--- config.mk ---
export PLATFORM = sky130hd
export DESIGN_NAME = soc_cell
export DESIGN_NICKNAME = d
export VERILOG_FILES = /design/src/rtl/soc_pkg.sv /design/src/rtl/soc_cell.sv
export SDC_FILE = /design/constraint.sdc
export NUM_CORES = 1
export LEC_CHECK = 0
export ABC_AREA = 1
export BUFFER_PORTS_ARGS = -buffer_cell sky130_fd_sc_hd__buf_4
export CAP_MARGIN = 10
export CORE_UTILIZATION = 36
export DETAILED_ROUTE_END_ITERATION = 16
export PLACE_DENSITY_LB_ADDON = 0.08
export SYNTH_ARGS = -nofsm -noshare
export SYNTH_HDL_FRONTEND = slang
export SYNTH_SLANG_ARGS = --single-unit
--- constraint.sdc ---
create_clock -name clk_i -period 1.1 [get_ports clk_i]
set_clock_uncertainty 0.15 [all_clocks]
set_input_delay 0.33 -clock clk_i [delete_from_list [all_inputs] [get_ports clk_i]]
set_output_delay 0.33 -clock clk_i [all_outputs]
set_load 0.01 [all_outputs]
--- src/rtl/soc_pkg.sv ---
// -----------------------------------------------------------------------------
// soc_pkg
// Shared types and constants of the substring occurrence counter.
// -----------------------------------------------------------------------------
package soc_pkg;

  localparam int BYTE_W     = 8;
  localparam int LEN_W      = 6;
  localparam int COUNT_W    = 32;
  localparam int CFG_DATA_W = 64;
  localparam int CFG_IDX_W  = 3;
  localparam int PAT_REGS   = 4;
  localparam int PAT_BYTES  = 32;
  localparam int PAT_IDX_W  = 5;

  localparam logic [COUNT_W-1:0] COUNT_MAX = '1;

  // Configuration register map
  typedef enum logic [CFG_IDX_W-1:0] {
    CFG_PAT_0   = 3'd0,
    CFG_PAT_1   = 3'd1,
    CFG_PAT_2   = 3'd2,
    CFG_PAT_3   = 3'd3,
    CFG_PAT_LEN = 3'd4
  } cfg_reg_e;

  typedef struct packed {
    logic [BYTE_W-1:0] text_byte;
    logic              chunk_start;
    logic              search_start;
  } text_req_t;

  typedef struct packed {
    logic               match_here;
    logic [COUNT_W-1:0] match_count;
  } match_res_t;

  // Control handed from the top level down the cell row
  typedef struct packed {
    logic shift;
    logic clear;
  } cell_ctrl_t;

endpackage

--- src/rtl/soc_cell.sv ---
// -----------------------------------------------------------------------------
// soc_cell
// One window cell: holds a byte and its valid bit, compares with its pattern byte.
// -----------------------------------------------------------------------------
module soc_cell (
  input  logic                        clk_i,
  input  logic                        rst_ni,
  input  soc_pkg::cell_ctrl_t         ctrl_i,
  input  logic [soc_pkg::BYTE_W-1:0]  byte_i,
  input  logic                        valid_i,
  input  logic [soc_pkg::BYTE_W-1:0]  pat_byte_i,
  input  logic                        in_use_i,
  output logic [soc_pkg::BYTE_W-1:0]  byte_o,
  output logic                        valid_o,
  output logic                        ok_o
);

  logic [soc_pkg::BYTE_W-1:0] byte_d, byte_q;
  logic                       valid_d, valid_q;

  always_comb begin
    byte_d  = byte_q;
    valid_d = valid_q;
    if (ctrl_i.shift) begin
      byte_d  = ctrl_i.clear ? '0 : byte_i;
      valid_d = ctrl_i.clear ? 1'b0 : valid_i;
    end
  end

  always_ff @(posedge clk_i or negedge rst_ni) begin
    if (!rst_ni) begin
      byte_q  <= '0;
      valid_q <= 1'b0;
    end else begin
      byte_q  <= byte_d;
      valid_q <= valid_d;
    end
  end

  assign byte_o  = byte_q;
  assign valid_o = valid_q;
  // Unused cells never veto a match
  assign ok_o    = !in_use_i || (valid_q && (byte_q == pat_byte_i));

endmodule

Word level (Yosys, flattened, before mapping)
Index checks and enable logic that the tools add are counted.
Widths: inputs -> output; s select.
Storage, ports and cells
  flip-flop bits (word level): 9
  bits in latches: 0
  memory bits (writable): 0
  bits in read-only memories: 0
  input port bits: 22
  output and inout port bits: 10
  word-level logic and storage cells: 8
  memories: 0
Operators by class
  add/sub/neg operators: 0
  $mul: 0
  div/mod/pow operators: 0
  order comparisons: 0
  eq/ne operators: 1
  shifts and indexed selects: 0
  mux-type cells: 2
  bitwise gates (word level): 0
  reductions and logical operators: 3
Operators by type and width (count)
  $eq 8x8->1: 1
  $mux 8: 1
  $logic_and 1x1->1: 1
  $logic_not 1->1: 1
  $logic_or 1x1->1: 1
  $mux 1: 1

Longest topological paths before layout
Gate-level depths: netlist (run 1).
  depth in word-level cells: 3
  mapped depth: 8
  gate-level depth less buffers: 8

Worst setup path before layout (run 1)
OpenSTA, ideal clock, no wires.
  path type: reg2out
  start point: reg byte_q, in the netlist byte_o[7]
  end point: out ok_o
  arrival time: 849 ps
  required time: 620 ps
  path slack: -229 ps
  cell stages (with the launch flop): 7
  path buffers: 0
  cells stage by stage: dfrtp_1 inv_1 a21oi_1 nand3_1 nor2_1 nand2_1 nand2_1
Between the ends
  cells in the longest elaborated chain, start to end: 3
RTL lines
  start: declaration: line soc_cell.sv:18  | logic [soc_pkg::BYTE_W-1:0] byte_d, byte_q;
  start signal: assignment: line soc_cell.sv:35  | byte_q <= byte_d;
  $eq 8x8->1: line soc_cell.sv:43  | assign ok_o = !in_use_i || (valid_q && (byte_q == pat_byte_i));
  $logic_and 1x1->1: line soc_cell.sv:43
  $logic_or 1x1->1: line soc_cell.sv:43
  end: declaration: line soc_cell.sv:15  | output logic ok_o
Every way passes these cells.

Final worst setup path (run 1)
  start point: reg byte_q, in the netlist byte_o[6]
  end point: out ok_o
The elaborated chain is that of the path after synthesis.

==> metrics, run 1 <==
Util after Layout approximately 74%; Syn Std Cell Area slightly above 500 sq um; Post-Route M1 WL ~520 um; Max Clk Rate roughly 570 MHz; latest clock arrival within the worst-skew pair 0.25 ns; max-slew violations 0; routed wl met3 between 70 and 80 um; WL/cell just over 10 um; syn_nets 90; fill count 99; n_diodes 0; Startpoint Class flip-flop; IO Count 32; VDD IR max roughly 0.91 mV; RSZ-0062 raised after global routing yes; Rel. slew slack about four fifths; crit path max-delay cell type dfrtp_1; Rows 13; critical path's top delay family simple AND/OR/NAND/NOR gates; Highest Signal Layer met4; routed vias ~600; Mapped Cells between 60 and 70; Critical Path Max Stage Delay between 0.4 and 0.5 ns; fin crit period roughly 1.8 ns; ys flop type dfrtp_1; gr ovfl total 0; R2R depth 4; initial antenna violation count 0; largest net degree at the start of global routing 19; count of cell types in the netlist 13; critical path class reg2out; R2R Setup Slk approximately 0.050 ns; Die Height between 30 and 40 um; power density cells 987 nW/um^2; Die W 39.4 um; Total Die Area roughly 1600 sq um; Worst setup EP type output pin; Placer Congestion roughly 0.7; CP arrival about 1.3 ns; Synth top area share between 40% and 50%; 1st-iter DRT viols 2; WP depth 8; sequential-to-total area share from yosys stat between 40% and 50%; CTS tree built; top cell type by total area after synthesis dfrtp_1; Tcrit/Tclk final 159%; register bit count reported by yosys 9; Setup crit start byte_o[6]; status complete, but fails checks; Worst Hold Class in2reg; end of the critical path ok_o; EDFF count, synth 0; clk sinks 9; first-pass GRT wire length ~2000 um; top cells by area, synth dfrtp_1 (45%), inv_1 (11%), nand2_1 (11%); Area Growth Syn to Fin 92.3%; WP data required roughly 0.62 ns; HPWL Detailed a little under 900 um; initial core utilization between 30% and 40%; vias per inst about 4.5; worst-path maximum fanout 3; DRT Wirelength about 1400 um; max cap viols 0; Post-synth top cells inv_1 (15), nand2_1 (15), nand3_1 (10); Total Nets Final between 100 and 150; Synth Area per Inst around 7.4 sq um; Fin. Hold Viols 0; vias in the first global route around 500; DRC viols 0; synth warn 0; DRT antenna net count 0; worst slack, placed -0.399 ns; drt first pass iters 4; htree depth 1; total track usage 20.6%; ys async rst share 100%; Fin Hold WS between 0.15 and 0.2 ns; CTS buffer count 3; Reg-to-Reg End byte_o[6]; LEAKAGE 0.000509 uW; Core ar. ~1300 sq um; crit-path cells inv_2 -> nand2_2 -> nand2_2 -> nand3_2 -> nor2_2 -> nand2_1 -> nand2_2 -> buf_6; Setup WS post-layout -0.651 ns; Critical Path Most Common Cell nand2_2; WL met2 between 700 and 800 um; input/output buffers 31; Worst-Margin Slew around 0.27 ns; Crit Reg-Reg Startpoint byte_o[6]; Setup-failing EPs final 10; Clock Pin Slew Worst Setup and Hold Paths 0.06 ns; Clock Tree Buf Depth 2; Buffers & Inverters on Critical Path 2; clk root buf clkbuf_4; share of layout cells above drive strength 1 49.2%; failing checks setup timing
routing by layer:
layer  GRT usage, %  up-vias
li1               -      313
met1           21.7      264
met2           35.0       23
met3           4.55        4
met4           16.4        0
met5              0        -
sequential cells by signal (all words and copies together) (netlist names):
signal	cells
byte_o	8
valid_o	1
worst min-delay path by stage:
| stage | start | end | slack (ns) | depth (start not counted) |
|---|---|---|---|---|
| after floorplan | rst_ni | byte_o[0] | -0.12 | 0 |
| after global placement | rst_ni | byte_o[4] | 0.009 | 1 |
| after detailed placement | rst_ni | byte_o[4] | 0.008 | 1 |
| after CTS | byte_i[6] | byte_o[6] | 0.15 | 3 |
| after global routing | valid_i | valid_o | 0.15 | 3 |
| final | byte_i[6] | byte_o[6] | 0.15 | 3 |
cell usage in the layout, fill, tap and decap left out:
cell type | Yosys | routed
nand3_1 | 10 | 9
nand3_2 | 0 | 1
o21ai_1 | 2 | 2
buf_6 | 2 | 16
o211ai_1 | 1 | 1
a21oi_2 | 0 | 1
o21ai_0 | 7 | 7
dfrtp_1 | 9 | 9
inv_1 | 15 | 13
clkbuf_1 | 0 | 1
nand2_2 | 0 | 3
inv_2 | 0 | 2
buf_4 | 0 | 31
xnor2_1 | 2 | 2
nor2_1 | 2 | 1
dlygate4sd3_1 | 0 | 1
clkinv_1 | 1 | 1
nand4_1 | 1 | 1
clkbuf_4 | 0 | 3
nor2_2 | 0 | 1
nand2_1 | 15 | 12
stage by stage:
stage	cells	total power, uW	instance area [sq um]	TNS, ns
6_report	133	954	967	-2.90
4_1_cts	131	940	932	-2.92
2_1_floorplan	68	476	505	-0.220
3_3_place_gp	125	641	832	-0.452
5_1_grt	133	1010	967	-3.28
3_5_place_dp	125	645	832	-0.792
layout make-up:
class | count | area, sq um | share of cell area [%]
clock buffer | 4 | 26.3 | 2.72
inverter | 16 | 60.1 | 6.21
multi-input combinational | 41 | 214 | 22.1
sequential | 9 | 225 | 23.3
tap | 15 | 18.8 | 1.94
timing repair buffer | 48 | 423 | 43.7
report_power, final:
group	switching, uW	total, uW	internal [uW]
clock	109	248	139
combinational	125	327	202
sequential	21.2	379	357
worst min-delay path: stages:
cell     delay, ns
buf_4         0.08
nand3_1       0.05
o21ai_0       0.06
repair_timing:
item | in CTS | in global routing
gates resized for setup | 15 | 9
hold buffers | 1 | 0
pin swaps | 0 | 5
endpoints found under the setup margin | 10 | 10
setup buffers | 4 | 3
hold endpoints to repair | 9 | 0
kinds of logic after synthesis:
| kind of cell | Yosys count | synth area share, % |
|---|---|---|
| flip-flops | 9 | 44.8 |
| AND/OR/NAND/NOR | 28 | 23.9 |
| AO/OA/AOI/OAI | 11 | 11.4 |
| buffers and inverters | 18 | 16.4 |
| XOR/XNOR | 2 | 3.48 |
No activity file was read; power rests on OpenSTA's default activity.
==> inputs of run 2 (changes only) <==
--- a/config.mk
+++ b/config.mk
@@ -11,6 +11,7 @@
 export CORE_UTILIZATION = 36
 export DETAILED_ROUTE_END_ITERATION = 16
 export PLACE_DENSITY_LB_ADDON = 0.08
+export RECOVER_POWER = 25
 export SYNTH_ARGS = -nofsm -noshare
 export SYNTH_HDL_FRONTEND = slang
 export SYNTH_SLANG_ARGS = --single-unit
==> run 2 against run 1 <==
Effect of this change:
- the run still ends with setup timing left
- die area is the same
- maximum frequency is essentially flat
- sequential power is essentially flat
- sequential share of layout area grew 0.060 points
- combinational power is essentially flat
- non-clock buffer count is the same
- global-route usage is the same
- wire length shrank 0.15%
==> metrics, run 2 (synthesis results as in run 1) <==
HPWL Detailed 874 um (unchanged); power density cells 988 nW/um^2 (was 987 nW/um^2); 1st-iter DRT viols 2 (unchanged); Worst Hold Class in2reg (unchanged); clk sinks 9 (unchanged); vias per inst 4.54 (unchanged); clk root buf clkbuf_4 (unchanged); total track usage 20.6% (unchanged); Total Nets Final 141 (unchanged); first-pass GRT wire length 1990 um (unchanged); Core ar. 1300 sq um (unchanged); Reg-to-Reg End byte_o[6] (unchanged); fin crit period 1.75 ns (about the same); post-route cell area 965 sq um (was 967 sq um); Clock Tree Buf Depth 2 (unchanged); initial core utilization 38.7% (unchanged); fill count 100 (was 99); DRT Wirelength 1350 um (was 1360 um); Die W 39.4 um (unchanged); Total Die Area 1550 sq um (unchanged); failing checks setup timing (unchanged); max cap viols 0 (unchanged); Setup-failing EPs final 10 (unchanged); Comb pwr share 34.2% (was 34.3%); Rows 13 (unchanged); Util after Layout 74.1% (was 74.3%); Die Height 39.4 um (unchanged); Clock Pin Slew Worst Setup and Hold Paths 0.06 ns (about the same); DRC viols 0 (unchanged); crit path max-delay cell type dfrtp_1 (unchanged); Worst-Margin Slew 0.271 ns (about the same); n_diodes 0 (unchanged); Placer Congestion 0.715 (unchanged); Critical Path Max Stage Delay 0.41 ns (about the same); worst-path maximum fanout 3 (unchanged); internal power 698 uW (was 699 uW); Sw Ratio 26.8% (about the same); crit-path cells inv_2 -> nand2_2 -> nand2_2 -> nand3_2 -> nor2_2 -> nand2_1 -> nand2_2 -> buf_6 (unchanged); max FFs per register 8 (unchanged); status complete, but fails checks (unchanged); CTS tree built (unchanged); routed vias 604 (unchanged); Startpoint Class flip-flop (unchanged); initial antenna violation count 0 (unchanged); Fin. Hold Viols 0 (unchanged); R2R depth 4 (unchanged); end of the critical path ok_o (unchanged); Area Growth Syn to Fin 91.8% (was 92.3%); R2R Setup Slk 0.05 ns (about the same); Worst setup EP type output pin (unchanged); VDD IR max 0.908 mV (about the same); WP data required 0.62 ns (about the same); gr ovfl total 0 (unchanged); largest net degree at the start of global routing 19 (unchanged); Setup crit start byte_o[6] (unchanged); P_sw 255 uW (was 256 uW); Placed Area 832 sq um (unchanged); critical path class reg2out (unchanged); LEAKAGE 0.000508 uW (was 0.000509 uW); RSZ-0062 raised after global routing yes (unchanged); Fin Hold WS 0.152 ns (about the same); Design Power 953 uW (was 954 uW); CP arrival 1.27 ns (about the same); Setup WS post-layout -0.651 ns (about the same); DRT antenna net count 0 (unchanged); Clk pwr share 26.1% (was 26.0%); Rel. slew slack 81.8% (about the same); Critical Path Most Common Cell nand2_2 (unchanged); Seq pwr share 39.7% (about the same); Max Clk Rate 571 MHz (about the same); input/output buffers 31 (unchanged); max-slew violations 0 (unchanged); commonest cells after routing, fill and taps aside buf_4 (30), buf_6 (16), inv_1 (13) (was buf_4 (31), buf_6 (16), inv_1 (13)); CTS buffer count 3 (unchanged); latest clock arrival within the worst-skew pair 0.25 ns (about the same); vias in the first global route 508 (unchanged); most common cell after layout, fill and taps aside buf_4 (unchanged); drt first pass iters 4 (unchanged); IO Count 32 (unchanged); WL/cell 10.2 um (about the same); Crit Reg-Reg Startpoint byte_o[6] (unchanged); Tcrit/Tclk final 159% (about the same); htree depth 1 (unchanged); share of layout cells above drive strength 1 49.2% (unchanged)
## run 2: worst max-delay path: cells and delay by family (launching register included)
kind / cells / cell delay [ns]
buffers and inverters: 2 / 0.17
DFF: 1 / 0.41
and+or+nand+nor: 6 / 0.44
## run 2: cell type report
| type | count | area, sq um | area share, % |
|---|---|---|---|
| multi-input combinational | 41 | 214 | 22.2 |
| timing repair buffer | 48 | 420 | 43.6 |
| inverter | 16 | 60.1 | 6.23 |
| tap | 15 | 18.8 | 1.95 |
| clock buffer | 4 | 26.3 | 2.72 |
| sequential | 9 | 225 | 23.3 |
## run 2: what timing repair did
item	CTS	global route
pin swaps	0	5
hold buffers	1	0
resized for setup	15	9
endpoints found under the hold margin	9	0
setup endpoints to repair	10	10
setup buffers	4	3
## run 2: through the flow
stage               setup slack [ns]  setup TNS [ns]  cells
finish                        -0.651           -2.90    133
global route                  -0.726           -3.28    133
CTS                           -0.629           -2.92    131
detailed placement            -0.399          -0.792    125
global placement              -0.399          -0.452    125
floorplan                     -0.220          -0.220     68
## run 2: worst min path at each step
stage	slack, ns	from	end	depth (start not counted)
finish	0.15	byte_i[6]	byte_o[6]	3
global route	0.15	valid_i	valid_o	3
CTS	0.15	byte_i[6]	byte_o[6]	3
detailed placement	0.008	rst_ni	byte_o[4]	1
global placement	0.009	rst_ni	byte_o[4]	1
floorplan	-0.12	rst_ni	byte_o[0]	0
## run 2: metal layers
metal  part of all wire [%]  track usage [%]  wire length (um)
met5                      0                0                 0
met4                    2.1             16.4                29
met3                    5.5             4.55                74
met2                     54             35.0               730
met1                     38             21.7               519
## run 2: power by group through the flow
stage | Sequential (uW) | Combinational [uW] | Clock (uW)
after floorplan | 394 | 82.3 | 0
after global placement | 379 | 262 | 0
after detailed placement | 380 | 265 | 0
after CTS | 376 | 305 | 259
after global routing | 381 | 356 | 275
final | 379 | 326 | 248
==> inputs of run 3 (changes only) <==
--- a/config.mk
+++ b/config.mk
@@ -8,8 +8,9 @@
 export ABC_AREA = 1
 export BUFFER_PORTS_ARGS = -buffer_cell sky130_fd_sc_hd__buf_4
 export CAP_MARGIN = 10
-export CORE_UTILIZATION = 36
+export CORE_AREA = 2 2 39 41
 export DETAILED_ROUTE_END_ITERATION = 16
+export DIE_AREA = 0 0 41 43
 export PLACE_DENSITY_LB_ADDON = 0.08
 export RECOVER_POWER = 25
 export SYNTH_ARGS = -nofsm -noshare
==> constraint.sdc (replaced) <==
create_clock -name clk_i -period 1.8 [get_ports clk_i]
set_clock_uncertainty 0.15 [all_clocks]
set_input_delay 0.54 -clock clk_i [delete_from_list [all_inputs] [get_ports clk_i]]
set_output_delay 0.54 -clock clk_i [all_outputs]
set_load 0.01 [all_outputs]
==> run 3 against run 2 <==
Effect of this change:
- the flow still finishes with violations (setup timing)
- sequential share of layout area rose by 5.9 points
- critical path depth did not move
- design area fell by 20%
- non-clock buffer count fell by 16
- power fell by 46%
- sequential cell count did not move
- largest power group unchanged
==> metrics, run 3 (synthesis results as in run 1) <==
R2R Setup Slk 0.97 ns (was 0.05 ns); HPWL Detailed 870 um (was 874 um); 1st-iter DRT viols 3 (was 2); vias in the first global route 459 (was 508); max-slew violations 0 (unchanged); max cap viols 0 (unchanged); CTS buffer count 3 (unchanged); WP data required 1.11 ns (was 0.62 ns); Worst Hold Class in2reg (unchanged); crit-path cells inv_2 -> nand2_1 -> nand2_1 -> nand3_1 -> nor2_1 -> nand2_1 -> nand2_1 -> buf_4 (was inv_2 -> nand2_2 -> nand2_2 -> nand3_2 -> nor2_2 -> nand2_1 -> nand2_2 -> buf_6); fill count 155 (was 100); DRT Wirelength 1120 um (was 1350 um); total track usage 14.8% (was 20.6%); Crit Reg-Reg Startpoint byte_o[7] (was byte_o[6]); largest net degree at the start of global routing 19 (unchanged); worst-path maximum fanout 3 (unchanged); Placer Congestion 0.636 (was 0.715); Startpoint Class flip-flop (unchanged); fin crit period 1.90 ns; Max Clk Rate roughly 530 MHz; CP arrival 1.21 ns (was 1.27 ns); Rel. slew slack 66.9% (was 81.8%); first-pass GRT wire length 1750 um (was 1990 um); vias per inst 4.53 (was 4.54); Total Nets Final 125 (was 141); n_diodes 0 (unchanged); commonest cells after routing, fill and taps aside buf_4 (30), nand2_1 (15), inv_1 (13) (was buf_4 (30), buf_6 (16), inv_1 (13)); Hold Path Depth 3 (unchanged); CTS tree built (unchanged); drt first pass iters 4 (unchanged); Rows 14 (was 13); DRT antenna net count 0 (unchanged); clk sinks 9 (unchanged); Fin Hold WS 0.358 ns (was 0.152 ns); max FFs per register 8 (unchanged); DRC viols 0 (unchanged); most crowded layer after global routing met2 (unchanged); power density cells 673 nW/um^2 (was 988 nW/um^2); status complete, but fails checks (unchanged); gr ovfl total 0 (unchanged); Die Height 43 um (was 39.4 um); share of layout cells above drive strength 1 35.3% (was 49.2%); Setup WS post-layout -0.0997 ns (was -0.651 ns); Reg-to-Reg End byte_o[7] (was byte_o[6]); clk root buf clkbuf_4 (unchanged); Worst setup EP type output pin (unchanged); Clock Pin Slew Worst Setup and Hold Paths 0.06 ns (about the same); routed vias 535 (was 604); Fin. Hold Viols 0 (unchanged); VDD IR max 0.338 mV (was 0.908 mV); Die W 41 um (was 39.4 um); end of the worst hold path byte_o[2] (was byte_o[6]); initial core utilization 36.3% (was 38.7%); met3 Usage GRT 3.14% (was 4.55%); Setup-failing EPs final 1 (was 10); WL/cell 9.49 um (was 10.2 um); Total Die Area 1760 sq um (was 1550 sq um); R2R depth 2 (was 4); Area Growth Syn to Fin 53.0% (was 91.8%); initial antenna violation count 0 (unchanged); Clock Tree Buf Depth 2 (unchanged); Tcrit/Tclk final 106%; critical path's top delay family flip-flops (was simple AND/OR/NAND/NOR gates); latest clock arrival within the worst-skew pair 0.26 ns (was 0.25 ns); Critical Path Max Stage Delay 0.40 ns (was 0.41 ns); critical path class reg2out (unchanged); met2 usage 22.8% (was 35.0%); Worst-Margin Slew 0.497 ns (was 0.271 ns); RSZ-0062 raised after global routing yes (unchanged); most common cell after layout, fill and taps aside buf_4 (unchanged); worst slack, placed -0.0830 ns (was -0.399 ns); Design Power 518 uW (was 953 uW); Core ar. 1380 sq um (was 1300 sq um); non-filler cells, final 118 (was 133); hold path start byte_i[2] (was byte_i[6]); Critical Path Most Common Cell nand2_1 (was nand2_2); failing checks setup timing (unchanged); htree depth 1 (unchanged); Buffers & Inverters on Critical Path 2 (unchanged); placed cell count 113 (was 125); crit path max-delay cell type dfrtp_1 (unchanged); LEAKAGE 0.000413 uW (was 0.000508 uW); input/output buffers 31 (unchanged); IO Count 32 (unchanged); met1 Track Usage GR 18.2% (was 21.7%)
## run 3: cell types whose count changed in the layout (fill, tap and decap cells not counted)
cell / change
nor2_1: +1
clkbuf_2: -1
nand3_2: -1
buf_6: -16
nor2_2: -1
nand2_2: -3
nand3_1: +1
nand2_1: +3
clkbuf_1: +1
## run 3: routing by layer
layer,up-vias,wire length (um)
met3,4,91
met2,19,556
met5,-,0
met1,234,449
li1,278,-
met4,0,23
## run 3: worst max path at each step
stage	start	endpoint	slack, ns	depth (start not counted)
2_1_floorplan	pat_byte_i[2]	ok_o	0.16	5
3_3_place_gp	pat_byte_i[7]	ok_o	-0.08	7
3_5_place_dp	pat_byte_i[7]	ok_o	-0.08	7
4_1_cts	byte_o[6]	ok_o	-0.12	8
5_1_grt	byte_o[5]	ok_o	-0.24	9
6_report	byte_o[6]	ok_o	-0.1	8
## run 3: worst reg2reg max path, delay by kind of cell (launching register included)
kind	cells	cell delay, ns
buf+inv	1	0.09
flops	1	0.39
compound gates	1	0.08
## run 3: what timing repair did
action                     CTS  global route
hold buffers                 1             0
gates resized for setup      0             3
pin swaps                    0             2
hold endpoints to repair     9             0
setup endpoints to repair    1             1
buffers inserted             0             0
## run 3: layout make-up
type,instances,area [sq um],share of cell area [%]
repair buffers,32,239,31.1
inverters,16,60.1,7.80
flip-flops and latches,9,225,29.3
well taps,16,20.0,2.60
multi-input cells,41,199,25.9
clock buffers,4,26.3,3.41
## run 3: report_power, final
part           switching, uW  internal (uW)  total (uW)  leakage (uW)
clock network           72.6           85.6         158     0.0000150
logic                   58.4           71.2         130      0.000281
registers               11.7            218         230      0.000117
## run 3: through the flow
| step | cell area (sq um) | TNS (ns) | utilization [%] |
|---|---|---|---|
| floorplan | 503 | 0 | - |
| global route | 769 | -0.236 | 55.6 |
| CTS | 769 | -0.119 | 55.6 |
| detailed placement | 733 | -0.0830 | 53.0 |
| global placement | 733 | -0.0809 | 53.0 |
| finish | 769 | -0.0997 | 55.6 |
